===== src/rtl/gmp_pkg.sv =====
`default_nettype none
package gmp_pkg;

	localparam int unsigned SCORE_W = 22;
	localparam int unsigned CFG_W = 7;
	localparam logic [SCORE_W-1:0] SCORE_MAX = {SCORE_W{1'b1}};
	localparam logic [CFG_W-1:0] SIZE_RESET = CFG_W'(64);

	// Position flags of the cell being scored.
	typedef struct packed {
		logic first_row;
		logic has_left;
		logic has_right;
	} cell_pos_t;

endpackage
`default_nettype wire


===== src/rtl/gmp_item_if.sv =====
`default_nettype none
interface gmp_item_if #(
	parameter int unsigned PROFIT_BITS = 16
);
	logic                   valid;
	logic                   ready;
	logic [PROFIT_BITS-1:0] profit;

	modport source (output valid, output profit, input ready);
	modport sink (input valid, input profit, output ready);
endinterface
`default_nettype wire


===== src/rtl/gmp_result_if.sv =====
`default_nettype none
interface gmp_result_if;
	logic                        valid;
	logic                        ready;
	logic [gmp_pkg::SCORE_W-1:0] cell_best;
	logic [gmp_pkg::SCORE_W-1:0] board_best;
	logic                        board_done;

	modport source (output valid, output cell_best, output board_best, output board_done,
		input ready);
	modport sink (input valid, input cell_best, input board_best, input board_done,
		output ready);
endinterface
`default_nettype wire


===== src/rtl/gmp_cfg_if.sv =====
`default_nettype none
interface gmp_cfg_if;
	logic                      valid;
	logic                      ready;
	logic [gmp_pkg::CFG_W-1:0] board_size;

	modport source (output valid, output board_size, input ready);
	modport sink (input valid, input board_size, output ready);
endinterface
`default_nettype wire


===== src/rtl/grid_max_path_sum_dp_unit.sv =====
`default_nettype none
// A result is registered and presented in the cycle after its cell transaction is accepted.
// Throughput: one cell per cycle while the result is taken; the previous-row memory is read
// one cell ahead, so the next cell can follow in the very next cycle.
// Reset (arst_n low, asynchronous): board_size returns to 64, the board restarts at
// row 0, column 0, and no result is pending. The row memory is not cleared.
module grid_max_path_sum_dp_unit #(
	parameter int unsigned MAX_SIDE = 64,
	parameter int unsigned PROFIT_BITS = 16
) (
	input wire logic      clk,
	input wire logic      arst_n,
	gmp_item_if.sink      item,
	gmp_result_if.source  result,
	gmp_cfg_if.sink       cfg
);
	localparam int unsigned SW = gmp_pkg::SCORE_W;
	localparam int unsigned IDX_W = (MAX_SIDE > 1) ? $clog2(MAX_SIDE) : 1;
	localparam int unsigned SIDE_W = $clog2(MAX_SIDE + 1);
	localparam int unsigned CMP_W = (SIDE_W > gmp_pkg::CFG_W) ? SIDE_W : gmp_pkg::CFG_W;

	logic [gmp_pkg::CFG_W-1:0] size_q;
	logic [IDX_W-1:0]          row_q;
	logic [IDX_W-1:0]          col_q;
	logic [SW-1:0]             last_best_q;
	logic [SW-1:0]             up_q;
	logic [SW-1:0]             left_q;
	logic [SW-1:0]             row_first_q;
	logic [SW-1:0]             byp_q;
	logic                      byp_sel_q;
	logic                      res_valid_q;
	logic [SW-1:0]             res_cell_q;
	logic [SW-1:0]             res_board_q;
	logic                      res_done_q;

	logic [SIDE_W-1:0]  side;
	logic [CMP_W-1:0]   size_ext;
	logic               accept;
	logic               row_last;
	logic               col_last;
	logic               done;
	logic               right_ok;
	gmp_pkg::cell_pos_t pos;
	logic [SW-1:0]      ram_rdata;
	logic [SW-1:0]      right;
	logic [SW-1:0]      best;
	logic [SW-1:0]      board_best;
	logic [IDX_W-1:0]   rd_addr;

	assign size_ext = CMP_W'(size_q);

	always_comb begin
		if (size_q == '0) begin
			side = SIDE_W'(1);
		end else if (size_ext > CMP_W'(MAX_SIDE)) begin
			side = SIDE_W'(MAX_SIDE);
		end else begin
			side = SIDE_W'(size_ext);
		end
	end

	assign accept = item.valid && item.ready;
	assign row_last = (SIDE_W'(row_q) + SIDE_W'(1)) == side;
	assign col_last = (SIDE_W'(col_q) + SIDE_W'(1)) == side;
	assign done = row_last && col_last;
	assign right_ok = (SIDE_W'(col_q) + SIDE_W'(1)) < side;

	assign pos.first_row = (row_q == '0);
	assign pos.has_left = (col_q != '0);
	assign pos.has_right = right_ok;

	assign right = byp_sel_q ? byp_q : ram_rdata;

	// The memory fetches the upper-right score of the next cell: two columns ahead
	// within a row, column 1 at a row change. On a two-column board that score is
	// the one being written now, so it is taken from the bypass register instead.
	always_comb begin
		rd_addr = '0;
		if (!col_last) begin
			if (((SIDE_W + 1)'(col_q) + (SIDE_W + 1)'(2)) < (SIDE_W + 1)'(side)) begin
				rd_addr = IDX_W'(SIDE_W'(col_q) + SIDE_W'(2));
			end
		end else if ((SIDE_W + 1)'(side) >= (SIDE_W + 1)'(3)) begin
			rd_addr = IDX_W'(1);
		end
	end

	gmp_score #(
		.PROFIT_BITS(PROFIT_BITS)
	) u_score (
		.profit(item.profit),
		.pos   (pos),
		.up    (up_q),
		.left  (left_q),
		.right (right),
		.best  (best)
	);

	gmp_ram #(
		.WIDTH(SW),
		.DEPTH(MAX_SIDE)
	) u_row_ram (
		.clk  (clk),
		.we   (accept),
		.waddr(col_q),
		.wdata(best),
		.re   (accept),
		.raddr(rd_addr),
		.rdata(ram_rdata)
	);

	always_comb begin
		board_best = last_best_q;
		if ((col_q == '0) || (best > last_best_q)) begin
			board_best = best;
		end
	end

	assign cfg.ready = 1'b1;
	assign item.ready = !res_valid_q || result.ready;
	assign result.valid = res_valid_q;
	assign result.cell_best = res_cell_q;
	assign result.board_best = res_board_q;
	assign result.board_done = res_done_q;

	always_ff @(posedge clk or negedge arst_n) begin
		if (!arst_n) begin
			size_q <= gmp_pkg::SIZE_RESET;
			row_q <= '0;
			col_q <= '0;
			last_best_q <= '0;
			byp_sel_q <= 1'b0;
			res_valid_q <= 1'b0;
		end else begin
			if (cfg.valid && cfg.ready) begin
				size_q <= cfg.board_size;
				row_q <= '0;
				col_q <= '0;
				last_best_q <= '0;
			end else if (accept) begin
				if (done) begin
					row_q <= '0;
					col_q <= '0;
					last_best_q <= '0;
				end else if (col_last) begin
					row_q <= row_q + IDX_W'(1);
					col_q <= '0;
				end else begin
					col_q <= col_q + IDX_W'(1);
				end
				if (row_last && !done) begin
					last_best_q <= board_best;
				end
			end
			if (accept) begin
				byp_sel_q <= col_last && (side == SIDE_W'(2));
				res_valid_q <= 1'b1;
			end else if (result.ready) begin
				res_valid_q <= 1'b0;
			end
		end
	end

	always_ff @(posedge clk) begin
		if (accept) begin
			left_q <= up_q;
			byp_q <= best;
			if (col_q == '0) begin
				row_first_q <= best;
			end
			if (!col_last) begin
				up_q <= right;
			end else if (col_q == '0) begin
				up_q <= best;
			end else begin
				up_q <= row_first_q;
			end
			res_cell_q <= best;
			res_board_q <= done ? board_best : '0;
			res_done_q <= done;
		end
	end

	a_result_follows: assert property (@(posedge clk) disable iff (!arst_n)
		accept |=> result.valid)
		else $error("Accepted cell transaction produced no result.");

	a_board_best_covers_cell: assert property (@(posedge clk) disable iff (!arst_n)
		(result.valid && result.board_done) |-> (result.board_best >= result.cell_best))
		else $error("Board maximum is below the final cell score.");

	a_board_best_idle_zero: assert property (@(posedge clk) disable iff (!arst_n)
		(result.valid && !result.board_done) |-> (result.board_best == '0))
		else $error("Board maximum shown before the final cell.");

	a_position_in_range: assert property (@(posedge clk) disable iff (!arst_n)
		(SIDE_W'(col_q) < side) && (SIDE_W'(row_q) < side))
		else $error("Cell position lies outside the board.");
endmodule
`default_nettype wire


===== src/rtl/gmp_ram.sv =====
`default_nettype none
module gmp_ram #(
	parameter int unsigned WIDTH = 22,
	parameter int unsigned DEPTH = 64
) (
	input  wire logic                                       clk,
	input  wire logic                                       we,
	input  wire logic [((DEPTH > 1) ? $clog2(DEPTH) : 1)-1:0] waddr,
	input  wire logic [WIDTH-1:0]                           wdata,
	input  wire logic                                       re,
	input  wire logic [((DEPTH > 1) ? $clog2(DEPTH) : 1)-1:0] raddr,
	output logic      [WIDTH-1:0]                           rdata
);
	logic [WIDTH-1:0] mem_q [DEPTH];

	always_ff @(posedge clk) begin
		if (we) begin
			mem_q[waddr] <= wdata;
		end
		if (re) begin
			rdata <= mem_q[raddr];
		end
	end
endmodule
`default_nettype wire


===== src/rtl/gmp_score.sv =====
`default_nettype none
module gmp_score #(
	parameter int unsigned PROFIT_BITS = 16
) (
	input  wire logic [PROFIT_BITS-1:0]      profit,
	input  wire gmp_pkg::cell_pos_t          pos,
	input  wire logic [gmp_pkg::SCORE_W-1:0] up,
	input  wire logic [gmp_pkg::SCORE_W-1:0] left,
	input  wire logic [gmp_pkg::SCORE_W-1:0] right,
	output logic      [gmp_pkg::SCORE_W-1:0] best
);
	localparam int unsigned SUM_W =
		((PROFIT_BITS > gmp_pkg::SCORE_W) ? PROFIT_BITS : gmp_pkg::SCORE_W) + 1;

	logic [gmp_pkg::SCORE_W-1:0] m;
	logic [SUM_W-1:0]            sum;

	// The best reachable neighbor of the previous row; row 0 starts from zero.
	always_comb begin
		m = up;
		if (pos.has_left && (left > m)) begin
			m = left;
		end
		if (pos.has_right && (right > m)) begin
			m = right;
		end
		if (pos.first_row) begin
			m = '0;
		end
		sum = SUM_W'(m) + SUM_W'(profit);
		if (sum > SUM_W'(gmp_pkg::SCORE_MAX)) begin
			best = gmp_pkg::SCORE_MAX;
		end else begin
			best = sum[gmp_pkg::SCORE_W-1:0];
		end
	end
endmodule
`default_nettype wire


===== src/flat_wrapper.sv =====
// flat-port wrapper written by rule: the top's interface ports become plain ports
module grid_max_path_sum_dp_unit_flat 
#(
	parameter int unsigned MAX_SIDE = 64,
	parameter int unsigned PROFIT_BITS = 16
)
  (clk, arst_n, item_valid, item_profit, item_ready, result_valid, result_cell_best, result_board_best, result_board_done, result_ready, cfg_valid, cfg_board_size, cfg_ready);
  gmp_item_if #(.PROFIT_BITS(PROFIT_BITS)) item_i ();
  gmp_result_if result_i ();
  gmp_cfg_if cfg_i ();
  input wire logic clk;
  input wire logic arst_n;
  input wire logic [$bits(item_i.valid)-1:0] item_valid;
  input wire logic [$bits(item_i.profit)-1:0] item_profit;
  output wire logic [$bits(item_i.ready)-1:0] item_ready;
  output wire logic [$bits(result_i.valid)-1:0] result_valid;
  output wire logic [$bits(result_i.cell_best)-1:0] result_cell_best;
  output wire logic [$bits(result_i.board_best)-1:0] result_board_best;
  output wire logic [$bits(result_i.board_done)-1:0] result_board_done;
  input wire logic [$bits(result_i.ready)-1:0] result_ready;
  input wire logic [$bits(cfg_i.valid)-1:0] cfg_valid;
  input wire logic [$bits(cfg_i.board_size)-1:0] cfg_board_size;
  output wire logic [$bits(cfg_i.ready)-1:0] cfg_ready;
  assign item_i.valid = item_valid;
  assign item_i.profit = item_profit;
  assign item_ready = item_i.ready;
  assign result_valid = result_i.valid;
  assign result_cell_best = result_i.cell_best;
  assign result_board_best = result_i.board_best;
  assign result_board_done = result_i.board_done;
  assign result_i.ready = result_ready;
  assign cfg_i.valid = cfg_valid;
  assign cfg_i.board_size = cfg_board_size;
  assign cfg_ready = cfg_i.ready;
  grid_max_path_sum_dp_unit #(.MAX_SIDE(MAX_SIDE), .PROFIT_BITS(PROFIT_BITS)) u_core (.clk(clk), .arst_n(arst_n), .item(item_i), .result(result_i), .cfg(cfg_i));
endmodule

===== config.mk =====
export PLATFORM = sky130hd
export DESIGN_NAME = grid_max_path_sum_dp_unit_flat
export DESIGN_NICKNAME = d
export VERILOG_FILES = /design/src/rtl/gmp_pkg.sv /design/src/rtl/gmp_item_if.sv /design/src/rtl/gmp_result_if.sv /design/src/rtl/gmp_cfg_if.sv /design/src/rtl/grid_max_path_sum_dp_unit.sv /design/src/rtl/gmp_ram.sv /design/src/rtl/gmp_score.sv /design/src/flat_wrapper.sv
export SDC_FILE = /design/constraint.sdc
export NUM_CORES = 2
export LEC_CHECK = 0
export ABC_AREA = 0
export BUFFER_PORTS_ARGS = -buffer_cell sky130_fd_sc_hd__buf_2
export CORE_MARGIN = 1.5
export CORE_UTILIZATION = 25
export CTS_BUF_LIST = sky130_fd_sc_hd__clkbuf_4 sky130_fd_sc_hd__clkbuf_8
export DETAILED_ROUTE_END_ITERATION = 10
export SYNTH_ARGS = -nofsm -noshare
export SYNTH_HDL_FRONTEND = slang
export SYNTH_HIERARCHICAL = 1
export SYNTH_SLANG_ARGS = --single-unit

===== constraint.sdc =====
create_clock -name clk -period 11.8 [get_ports clk]
set_clock_uncertainty 0.15 [all_clocks]
set_input_delay 1.18 -clock clk [delete_from_list [all_inputs] [get_ports clk]]
set_output_delay 1.18 -clock clk [all_outputs]
set_load 0.005 [all_outputs]

# ---- After elaboration in Yosys (flattened, before gate mapping)
# Memory sizes are Yosys's and may differ from the RTL's. A register that Yosys moved wholly into a read port is not among the register bits.
# Cells that the tools add are included.
dict set report word_totals {
  register_bits 154
  latchBits 0
  ram_bits 1408
  romBits 0
  word_cells 80
  n_memories 1
}
dict set report op_classes {
  n_addsub 7
  multipliers 0
  n_div 0
  magnitude_cmp 8
  eq_ne 3
  shift 0
  n_mux 29
  n_bitwise 0
  reduce_logical 20
}
# memory depth word_bits read_ports rd_ports_with_merged_regs wr line_no
set memory_table {}
lappend memory_table {u_core.u_row_ram.mem_q 64 22 1 1 1 gmp_ram.sv:14} ;# logic [WIDTH-1:0] mem_q [DEPTH];
# op count
set op_table {}
lappend op_table {{$mux 22} 12}
lappend op_table {{$gt 22x22->1} 3}
lappend op_table {{$mux 6} 10}
lappend op_table {{$add 22x16->23} 1}
lappend op_table {{$gt 23x22->1 const B} 1}
lappend op_table {{$add 6x1->7 const B} 2}
lappend op_table {{$eq 7x7->1} 2}
lappend op_table {{$mux 7} 2}
lappend op_table {{$add 6x1->6 const B} 2}
lappend op_table {{$logic_not 6->1} 2}
lappend op_table {{$lt 8x7->1} 1}
lappend op_table {{$add 6x2->7 const B} 1}
lappend op_table {{$eq 7x2->1 const B} 1}
lappend op_table {{$ge 7x2->1 const B} 1}
lappend op_table {{$gt 7x7->1 const B} 1}
lappend op_table {{$logic_not 7->1} 1}
lappend op_table {{$lt 7x7->1} 1}
lappend op_table {{$add 6x2->6 const B} 1}
lappend op_table {{$logic_and 1x1->1} 6}
lappend op_table {{$reduce_bool 3->1} 2}
lappend op_table {{$reduce_bool 6->1} 1}
lappend op_table {{$mux 1} 5}
lappend op_table {{$reduce_and 2->1} 2}
lappend op_table {{$reduce_bool 2->1} 2}
lappend op_table {{other kinds (2)} 4}

# ---- Depth between registers and ports, before layout
dict set report logic_depth {
  depth_word 16
  mapped_depth 47
}

# ---- Hierarchy
# The synthesis kept the hierarchy.
# mod n_inst cells_each area_per_inst_um2
set by_module_without_submodules {}
lappend by_module_without_submodules {gmp_ram 1 2349 54481.0}
lappend by_module_without_submodules {grid_max_path_sum_dp_unit 1 589 7708.6}
lappend by_module_without_submodules {gmp_score 1 377 2741.4}

# ---- Worst setup path after synthesis
# OpenSTA, ideal clock, no wires.
dict set report synth_path {
  path_type {register to register}
  startpoint {register u_core.col_q[4]}
  endpoint {register u_core.res_board_q[15], in the netlist u_core/result.board_best[15], data pin}
  setup_ns 0.265
  arrival_time_ns 11.354
  required_time_ns 11.385
  setup_slack_ns 0.031
  stages_incl_launch_ff 42
  period_less_slack_ns 11.769
  path_cell_list {dfrtp_1 -> clkbuf_1 -> nor4_1 -> and2_1 -> clkbuf_1 -> clkbuf_1 -> inv_1 -> inv_1 -> a41oi_4 -> buf_6 -> o21ai_2 -> buf_6 -> buf_4 -> mux2i_1 -> ha_1 -> a21oi_1 -> o21ai_0 -> a221oi_1 -> (+6 left out) -> ha_1 -> nor2b_1 -> o21ai_0 -> a21boi_0 -> o21a_1 -> a311o_1 -> a311o_1 -> and2_1 -> and4b_1 -> nor3_1 -> ha_1 -> a21oi_1 -> a21boi_0 -> o31a_1 -> nor3_2 -> clkbuf_1 -> mux2i_1 -> nor2_1}
}
# item line_no
set synth_lines {}
lappend synth_lines {{start: declaration} grid_max_path_sum_dp_unit.sv:24} ;# logic [IDX_W-1:0] col_q;
lappend synth_lines {{start signal: assignment} grid_max_path_sum_dp_unit.sv:149} ;# col_q <= col_q + IDX_W'(1);
lappend synth_lines {{end signal: assignment} grid_max_path_sum_dp_unit.sv:179} ;# res_board_q <= done ? board_best : '0;
lappend synth_lines {{end: declaration} grid_max_path_sum_dp_unit.sv:33} ;# logic [SW-1:0] res_board_q;

# ---- Final worst setup path
dict set report layout_path {
  startpoint {register u_core.up_q[4]}
  endpoint {register u_core.last_best_q[15]}
}
dict set report layout_between {
  elab_chain_len 16
}
# item line_no
set layout_rtl {}
lappend layout_rtl {{start: declaration} grid_max_path_sum_dp_unit.sv:26} ;# logic [SW-1:0] up_q;
lappend layout_rtl {{start signal: assignment} grid_max_path_sum_dp_unit.sv:172} ;# up_q <= right;
lappend layout_rtl {{start signal: assignment} grid_max_path_sum_dp_unit.sv:174} ;# up_q <= best;
lappend layout_rtl {{start signal: assignment} grid_max_path_sum_dp_unit.sv:176} ;# up_q <= row_first_q;
lappend layout_rtl {{$gt 22x22->1} gmp_score.sv:21} ;# if (pos.has_left && (left > m)) begin
lappend layout_rtl {{$logic_and 1x1->1} gmp_score.sv:21}
lappend layout_rtl {{$mux 22 (*)} gmp_score.sv:21}
lappend layout_rtl {{$gt 22x22->1} gmp_score.sv:24} ;# if (pos.has_right && (right > m)) begin
lappend layout_rtl {{$logic_and 1x1->1} gmp_score.sv:24}
lappend layout_rtl {{$mux 22 (*)} gmp_score.sv:24}
lappend layout_rtl {{$mux 22 (*)} gmp_score.sv:27} ;# if (pos.first_row) begin
lappend layout_rtl {{$add 22x16->23 (*)} gmp_score.sv:30} ;# sum = SUM_W'(m) + SUM_W'(profit);
lappend layout_rtl {{$gt 23x22->1} gmp_score.sv:31} ;# if (sum > SUM_W'(gmp_pkg::SCORE_MAX)) begin
lappend layout_rtl {{$mux 22 (*)} gmp_score.sv:31}
lappend layout_rtl {{named net u_core.best[0]} grid_max_path_sum_dp_unit.sv:46} ;# logic [SW-1:0] best;
lappend layout_rtl {{$gt 22x22->1 (*)} grid_max_path_sum_dp_unit.sv:114} ;# if ((col_q == '0) || (best > last_best_q)) begin
lappend layout_rtl {{$logic_or 1x1->1 (*)} grid_max_path_sum_dp_unit.sv:114}
lappend layout_rtl {{$mux 22 (*)} grid_max_path_sum_dp_unit.sv:114}
lappend layout_rtl {{$mux 22 (*)} grid_max_path_sum_dp_unit.sv:151} ;# if (row_last && !done) begin
lappend layout_rtl {{$mux 22 (*)} grid_max_path_sum_dp_unit.sv:140} ;# end else if (accept) begin
lappend layout_rtl {{$mux 22 (*)} grid_max_path_sum_dp_unit.sv:135} ;# if (cfg.valid && cfg.ready) begin
lappend layout_rtl {{end signal: assignment} grid_max_path_sum_dp_unit.sv:152} ;# last_best_q <= board_best;
lappend layout_rtl {{end: declaration} grid_max_path_sum_dp_unit.sv:25} ;# logic [SW-1:0] last_best_q;
# The timed path passes the listed nets; every way through them passes the cells marked *. The select of a mux whose other input is x is not followed.
# A chain may end at the register's enable or synchronous reset.

==> run metrics <==
Initial Util=25.20%; Root Driver=clkbuf_8; number of max-cap violations=0; relative slew slack=25.20%; status=completed; Reg-to-Reg Start=u_core/up_q[4]$_DFFE_PP_; die area=262800 sq um; Final Max Slew Viols=0; final setup TNS=0 ps; pin count of the biggest net entering global routing=120; register bit count reported by yosys=1584; area grow syn2layout=14.95%; Worst path max stage delay=930 ps; ys async rst share=2.715%; final setup violation count=0; Setup crit start=u_core/up_q[4]$_DFFE_PP_; Post-Syn Nets=3443; Fillers=25120; clk_lat worst skew=960 ps; aggregate global-route resource usage=12.15%; drt pass-1 iters=5; highest clock rate=90.82 MHz; drt total wl=163300 um; GR Overflow Total=0; Required @ worst endpoint=12520 ps; share of cells above drive strength 1=29.75%; Least-Margin Pin Slew=1114 ps; clock buffer count from CTS=240; Core ar.=257600 sq um; cell row count=186; Chip Width=512.6 um; final instance count without filler cells=7130; vias in the first global route=33600; Leak Pwr=0.02355 uW; crit-path max FO=26; Setup Buffers After CTS=0; Max clock buf depth=3; pre-CTS setup slack=1082 ps; dpl cells=6683; H-tree levels=4; pwr dens=176.7 nW/um^2; cell mode on critical path=ha_1; Worst Path Arrival=11730 ps; register area=47350 sq um; PortBufs=74; clock tree from TritonCTS=built; post-CTS sizing=0; register area share after synthesis=72.93%; post-route ant nets=0; first-pass GRT wire length=236000 um; Main synth FF type=edfxtp_1; Final Hold Violating Endpoints=0; commonest non-fill, non-tap cells in the layout=edfxtp_1 (1541), mux4_2 (352), clkbuf_8 (243); Die Y=512.6 um; multi-input logic area=16920 sq um; via count=33650; # clock sinks=1584; post-DP HPWL=93020 um; most common cell after layout, fill and taps aside=edfxtp_1; GP Congestion=0.8328; clock-pin slew on the worst setup and hold paths=70 ps; cells after synthesis=3315; Crit-path slowest cell=nor4_4; startpoint class of the critical path=flop; WS Path Type=reg2reg; drt via density=4.719; nets@finish=3669; final period utilization=93.31%; initial antenna violation count=4; Syn. warnings=6; EDFF count, synth=1541; RSZ-0062 raised after global routing=no; final setup margin=789.6 ps; Synth cell types=88; Avg Inst Size Synth=19.59 sq um; critical path endpoint category=flop; CTS Hold Buffers Added=0; I/O pin cnt=76; fin crit period=11010 ps; VDD IR max=170.0 uV; Worst Hold Class=in2async; # DRC=0; wire length per cell=22.90 um; Mapped Area=64930 sq um; initial DRC count=3771
-- synth_stat cells, types with 46 or more instances --
cell	count	area, sq um
nand2_1	78	292.8
mux2i_1	111	1111
mux2_2	86	968.4
mux4_2	352	7928
ha_1	99	1239
nor2_1	158	593.1
clkbuf_1	82	307.8
nand3_1	55	275.3
a21oi_1	65	325.3
o21ai_0	46	230.2
inv_1	68	255.2
edfxtp_1	1541	46270
-- state kept, by name (all words and copies together), names as in the netlist --
signal / flops
u_core/result.board_done: 1
u_core/left_q: 22
u_core/row_first_q: 22
u_core/up_q: 22
u_core/byp_sel_q: 1
u_core/last_best_q: 22
u_core/u_row_ram/mem_q: 1408
u_core/result.cell_best: 22
u_core/u_row_ram/rdata: 22
u_core/row_q: 6
u_core/result.valid: 1
u_core/col_q: 6
u_core/size_ext: 7
u_core/result.board_best: 22
-- final cells by class --
cell class | instances | area share [%]
clock buffers | 317 | 5.225
repair buffers | 160 | 1.428
multi-input cells | 1486 | 22.66
clock inverters | 125 | 1.199
inverters | 69 | 0.3537
well taps | 3384 | 5.673
diodes | 5 | 0.01676
flip-flops and latches | 1584 | 63.44
-- cells by family (layout without fill, tap and decap cells) --
| kind of cell | count (synthesis) | count (layout) | share of synthesized area, % |
|---|---|---|---|
| fa+ha+maj | 101 | 101 | 1.954 |
| other cells | 1 | 6 | 0.005775 |
| buf+inv | 245 | 671 | 1.792 |
| mux | 549 | 549 | 15.41 |
| flops | 1584 | 1584 | 72.93 |
| xor+xnor | 23 | 23 | 0.3102 |
| compound gates | 370 | 370 | 4.183 |
| simple gates | 442 | 442 | 3.417 |
-- through the flow --
| step | util, % | hold WS (ps) | cell area [sq um] | power, uW |
|---|---|---|---|---|
| after floorplan | - | 299.7 | 64930 | 8015 |
| after global placement | 27.11 | 314.5 | 69830 | 8742 |
| after detailed placement | 27.11 | 321.6 | 69830 | 8789 |
| after CTS | 28.97 | 180.5 | 74630 | 13320 |
| after global routing | 28.97 | 256.6 | 74630 | 13680 |
| final | 28.97 | 256.7 | 74640 | 13190 |
-- where the power goes --
group / internal (uW) / switching, uW
Sequential: 6660 / 47.0
Clock: 2380 / 2150
Combinational: 618 / 1330
Total: 9660 / 3520
-- metal layers --
layer  up-vias  track usage, %  part of all wire (%)
met5         -               0                0.0080
met4         2           4.044                   2.7
met3       233           2.432                   7.5
met2      1330           18.79                    46
met1     17900           16.97                    44
li1      14180               -                     -
-- critical path, delay by kind of cell, from the launching register on --
| kind | cells | cell delay (ps) |
|---|---|---|
| AND/OR/NAND/NOR | 13 | 3930 |
| AO/OA/AOI/OAI | 15 | 3730 |
| adder cells (fa/ha/maj) | 5 | 1490 |
| buffers and inverters | 5 | 910 |
| flip-flops | 1 | 390 |
| multiplexers | 1 | 340 |
-- path summary, 6_finish.rpt --
kind                                                 endpoint  cells past startpoint  slack (ps)
max                        u_core/last_best_q[15]$_DFFE_PN0P_                     39         790
min                           u_core/result.valid$_DFFE_PN0P_                      1         260
max reg2reg                u_core/last_best_q[15]$_DFFE_PN0P_                     39         790
min reg2reg                       u_core/left_q[10]$_DFFE_PP_                      0         320
max in group asynchronous         u_core/row_q[0]$_DFFE_PN0P_                      1       10620
min in group clk              u_core/result.valid$_DFFE_PN0P_                      2         300
Power figures use the tool's default switching activity.
